File: src/rtl/tqls_pkg.sv
`timescale 1ns / 1ps

package tqls_pkg;

    // table geometry
    localparam int ANGLE_BINS    = 16;
    localparam int DIST_BINS     = 8;
    localparam int ACCEL_ACTIONS = 8;
    localparam int STEER_ACTIONS = 8;
    localparam int TABLE_SIZE    = ANGLE_BINS * DIST_BINS * ACCEL_ACTIONS * STEER_ACTIONS;

    localparam int ANG_W   = $clog2(ANGLE_BINS);
    localparam int DIST_W  = $clog2(DIST_BINS);
    localparam int ACC_W   = $clog2(ACCEL_ACTIONS);
    localparam int STEER_W = $clog2(STEER_ACTIONS);
    localparam int ADDR_W  = $clog2(TABLE_SIZE);

    localparam int Q_W     = 32;
    localparam int COEF_W  = 16;
    localparam int DIFF_W  = 34;
    localparam int MRES_W  = 35;

    // configuration register indexes
    localparam int CFG_IDX_W = 2;
    localparam logic [CFG_IDX_W-1:0] CFG_LEARNING_RATE     = 2'd0;
    localparam logic [CFG_IDX_W-1:0] CFG_DISCOUNT_FACTOR   = 2'd1;
    localparam logic [CFG_IDX_W-1:0] CFG_EXPLORE_THRESHOLD = 2'd2;

    localparam logic [COEF_W-1:0] LEARNING_RATE_RST     = 16'd6554;
    localparam logic [COEF_W-1:0] DISCOUNT_FACTOR_RST   = 16'd58982;
    localparam logic [COEF_W-1:0] EXPLORE_THRESHOLD_RST = 16'd6554;

    typedef struct packed {
        logic [3:0]        angle_bin;
        logic [2:0]        dist_bin;
        logic signed [31:0] reward_value;
        logic [15:0]       explore_draw;
        logic [2:0]        random_accel;
        logic [2:0]        random_steer;
        logic [2:0]        scan_start_accel;
        logic [2:0]        scan_start_steer;
    } in_word_t;

    typedef struct packed {
        logic [2:0] accel_action;
        logic [2:0] steer_action;
        logic       explored;
    } out_word_t;

    // request to the shared multiplier
    typedef struct packed {
        logic                     start;
        logic [COEF_W-1:0]        coef;
        logic signed [DIFF_W-1:0] operand;
    } mul_req_t;

    // reduce a narrow index modulo a small count by repeated subtraction
    function automatic logic [3:0] reduce_index(input logic [3:0] v, input logic [6:0] n);
        logic [6:0] r;
        r = {3'b000, v};
        for (int i = 0; i < 8; i++) begin
            if (r >= n) begin
                r = r - n;
            end
        end
        return r[3:0];
    endfunction

    function automatic logic [ADDR_W-1:0] entry_addr(input logic [ANG_W-1:0]   a,
                                                     input logic [DIST_W-1:0]  d,
                                                     input logic [ACC_W-1:0]   acc,
                                                     input logic [STEER_W-1:0] st);
        return ((ADDR_W'(a) * ADDR_W'(DIST_BINS) + ADDR_W'(d)) * ADDR_W'(ACCEL_ACTIONS)
                + ADDR_W'(acc)) * ADDR_W'(STEER_ACTIONS) + ADDR_W'(st);
    endfunction

endpackage

File: src/rtl/tqls_mul.sv
`timescale 1ns / 1ps

module tqls_mul (
    input  logic                             aclk,
    input  tqls_pkg::mul_req_t               req,
    output logic signed [tqls_pkg::MRES_W-1:0] result
);
    import tqls_pkg::*;

    localparam int PROD_W = COEF_W + 1 + DIFF_W;

    logic signed [PROD_W-1:0] prod;
    logic signed [MRES_W-1:0] result_reg;

    // unsigned Q0.16 coefficient times signed operand, floored back by 2^16
    always_comb begin
        prod = $signed({1'b0, req.coef}) * req.operand;
    end

    always_ff @(posedge aclk) begin
        if (req.start) begin
            result_reg <= prod[PROD_W-1:16];
        end
    end

    assign result = result_reg;

endmodule

File: config.mk
export PLATFORM = sky130hd
export DESIGN_NAME = tqls_mul
export DESIGN_NICKNAME = d
export VERILOG_FILES = /design/src/rtl/tqls_pkg.sv /design/src/rtl/tqls_mul.sv
export SDC_FILE = /design/constraint.sdc
export NUM_CORES = 1
export LEC_CHECK = 0
export ABC_AREA = 1
export ABC_CLOCK_PERIOD_IN_PS = 6590
export BUFFER_PORTS_ARGS = -buffer_cell sky130_fd_sc_hd__buf_4
export CAP_MARGIN = 20
export CORE_ASPECT_RATIO = 1.5
export CORE_MARGIN = 5
export CORE_UTILIZATION = 60
export CTS_CLUSTER_DIAMETER = 50
export DETAILED_ROUTE_END_ITERATION = 12
export PLACE_DENSITY_LB_ADDON = 0.15
export SYNTH_ARGS = -nofsm -noshare
export SYNTH_HDL_FRONTEND = slang
export SYNTH_SLANG_ARGS = --single-unit
File: constraint.sdc
create_clock -name aclk -period 6.59 [get_ports aclk]
set_input_delay 0.659 -clock aclk [delete_from_list [all_inputs] [get_ports aclk]]
set_output_delay 0.659 -clock aclk [all_outputs]
set_load 0.03 [all_outputs]
Yosys cells after proc, flatten, opt, wreduce, memory -nomap -nowiden
Cells that the tools add are included.
{ "word_totals": {"elab_cells": 2, "in_bits": 52, "ff_bits": 35, "output_inout_bits": 35, "mem_bits_rw": 0, "memories": 0, "rom_bits": 0, "latch_bits": 0} }
{ "op_classes": {"magnitude_cmp": 0, "bitwise_logic": 0, "n_addsub": 0, "reduce_logical": 0, "eq_ne": 0, "div": 0, "shift": 0, "mul": 1, "muxes": 0} }
{ "op_table": {"columns": ["op", "n"], "rows": [
  ["$mul A17 B34 Y51", 1]
]} }

Depth between registers and ports, before layout
{ "depth": {"word_depth": 1, "mapped_depth": 29, "mapped_depth_nobuf": 27} }

Least setup slack after synthesis
OpenSTA, ideal clock, no wires.
{ "synth_path": {"kind": "in2reg", "startpoint": "input req[33] in the netlist's numbering", "endpoint": "register result_reg[33] (netlist: result[33]) (data pin)", "setup_ns": 0.254, "arrival_time_ns": 5.831, "required_time_ns": 6.336, "stages": 21, "n_path_buf": 2, "setup_slack_ns": 0.506, "cell_sequence": "clkbuf_1 clkbuf_1 nand2_1 fa_1 inv_1 fa_1 inv_1 fa_1 fa_1 fa_1 fa_1 inv_1 ha_1 nand2_1 nor3_1 and2_1 nand2_1 nor2_1 nand2_1 nand4_1 nand2_1"} }
{ "synth_via": {"elab_chain_len": 1} }
{ "synth_rtl": {"columns": ["element", "line", "rtl"], "rows": [
  ["start, declared", "tqls_mul.sv:5", "input tqls_pkg::mul_req_t req,"],
  ["$mul A17 B34 Y51", "tqls_mul.sv:17", "prod = $signed({1'b0, req.coef}) * req.operand;"],
  ["net prod[49]", "tqls_mul.sv:12", "logic signed [PROD_W-1:0] prod;"],
  ["end signal, assigned", "tqls_mul.sv:22", "result_reg <= prod[PROD_W-1:16];"],
  ["end, declared", "tqls_mul.sv:13", "logic signed [MRES_W-1:0] result_reg;"]
]} }
The timed path passes the listed nets, and every way through them passes these cells.
A chain may end at the register's enable or synchronous reset.

Worst setup path in the final report
{ "layout_path": {"startpoint": "input req[40] in the netlist's numbering", "endpoint": "register result_reg[30] (netlist: result[30]) (data pin)"} }
Same word-level chain as after synthesis.

==> results.toml <==
[clocking]
postCtsHoldBufs = 0
post_cts.repair.setup_buffers = 0
cts.repair.resized = 0
clockBufferDepth = 2
numCtsBuffers = 5
root_buffer = "clkbuf_16"
cts_tree = "built"
clock_sinks = 35
h-tree-depth = 2
path_clk_slew_ns = 0.06

[routing]
vias = 16788
dr.pass1.iters = 5
drtAntennaViolNets = 0
drc = 0
routedWlPerCell_um = 18.1
drtIter0Drc = 953
routed_wl_um = 58400
vias_per_cell = 5.21

[worst_setup_path]
end_kind = "register"
worst_setup_path_start_kind = "input pin"
path_buf_inv = 4
cp.required_ns = 6.64
crit_chain = "buf_4, nand2_1, fa_1, inv_1, fa_1, fa_1, fa_1, fa_1, fa_1, ha_1, nand2_1, inv_1, nand2_1, inv_1, nand2_1, nor2_1, nand3_1, nand4_1, nand2_1"
worst_path_most_repeated_cell = "fa_1"
worstSetupPathType = "in2reg"
cp_max_fo = 34
crit_family = "adder cells"
cp_slowest_stage_delay_ns = 0.79
crit_slowest_cell = "fa_1"
crit_arrival_ns = 6.13

[global_route]
antenna_found_initial = 0
grt_pass1_wl_um = 95200
grt_use_total = 0.316
grt_max_degree = 36
gr-total-overflow = 0
grt_pass1_vias = 18573

[finish]
nNetsFinal = 3437
final_cell_mix = "inv_1 (859), nand2_1 (839), fa_1 (515)"
nFillCells = 3221
largest_register_ffs = 35
area_delta_synth_final_pct = 5.33
final_common_cell = "inv_1"
diodes = 0
drive_above_1_share = 0.0480

[synth]
syn_area_per_cell_sq_um = 7.66
ys_ff_latch = 35
yosysWarnings = 0
synth_nets = 3452
yosysSeqAreaShare = 0.0496
synthCells = 2766
synth_cell_types = 31
synth_top_area_cell = "fa_1"
synth_area_sq_um = 21200
synthTopCellsByArea = "fa_1 (49%), inv_1 (15%), nand2_1 (15%), ha_1 (7.0%), edfxtp_1 (5.0%)"
yosys.area.top_type_share = 0.487

[timing]
timing.slew.headroom = 0.647
rsz0062_at_grt = "false"
setup_ws_ns = 0.505
setup_total_negative_slack_ns = 0
fmaxAchievable_ghz = 0.164
fin_crit_ns = 6.09
timing.final.crit_share = 0.923
hold_viol_final = 0
tightest_slew_ns = 0.527
setup_violations = 0
slew_violations = 0

[place]
dp_hpwl_um = 50400
place_congestion = 0.971
dpl_worst_slack_ns = 0.195
port_buffers = 86

[die]
io_pins = 87
dieHeight_um = 240
start_util = 0.605
die_w_um = 163
rows = 84
die-area_sq_um = 39200
core_area_sq_um = 35000

[hold_path]
hp-class = "in2reg"
holdPathEnd = "result[13]$_DFFE_PP_"
hold-path-cell-count = 1
hp-start = "req[50]"

[run]
max-cap-violations = 0

[status]
status = "finished, final reports clean"
[cell type report]
type	count	area, sq um	area share
Inverter	859	3220	0.145
Clock buffer	6	129	0.00578
Sequential cell	35	1050	0.0471
Timing Repair Buffer	108	836	0.0375
Clock inverter	2	60.1	0.00269
Tap cell	473	592	0.0265
Multi-Input combinational cell	1742	16400	0.736
[cells in the mapped netlist]
master and number:
a21o_1 1, xor2_1 20, clkbuf_1 130, a21oi_2 2, nand3b_1 1, o21bai_1 8, a21oi_1 53, edfxtp_1 35
nor2_2 4, or2_1 1, o21ai_0 27, nand2_2 4, and2_1 1, nand3_2 3, nor2_1 68, and3_1 4
o21ai_1 1, nand3_1 38, fa_1 515, inv_1 859, xnor2_1 6, ha_1 119, and2_0 1, nand4_1 13
or2_2 1, nor4_2 1, nand2_1 839, a21boi_0 1, nor3_1 6, o21a_1 2, nor2_4 2
[per-stage QoR]
stage,cells,hold WS [ns],instance area (sq um),utilization
after floorplan,2766,0.771,21200,-
after global placement,3217,1.11,22100,0.632
after detailed placement,3217,1.11,22100,0.632
after CTS,3225,0.884,22300,0.637
after global routing,3225,0.888,22300,0.637
final,3225,0.875,22300,0.637
[how the worst max path moves through the flow]
stage               startpoint                   end  cells after the start
floorplan              req[33]  result[33]$_DFFE_PP_                     21
global placement       req[40]  result[26]$_DFFE_PP_                     19
detailed placement     req[40]  result[30]$_DFFE_PP_                     20
CTS                    req[40]  result[30]$_DFFE_PP_                     20
global route           req[40]  result[26]$_DFFE_PP_                     19
finish                 req[40]  result[30]$_DFFE_PP_                     19
[logic make-up (layout without fill, tap and decap cells)]
kind of cell,count (synthesis),in the layout,share of synthesized area
AOI/OAI and AO/OA,95,95,0.0242
xor gates and xnor gates,26,26,0.0108
adders and majority gates,634,634,0.557
buffers and inverters,989,975,0.175
DFF,35,35,0.0496
and+or+nand+nor,987,987,0.183
[per-layer routing]
layer  part of all wire  global-route usage  vias to the layer above
li1                   -                   -                     7628
met1               0.32               0.326                     8419
met2               0.57               0.629                      546
met3              0.042              0.0228                      195
met4              0.066               0.160                        0
met5                  0                   0                        -
Power is left out: the tool's default activity adds up to more than one toggle a clock period on the data nets, which glitch-free logic cannot reach.
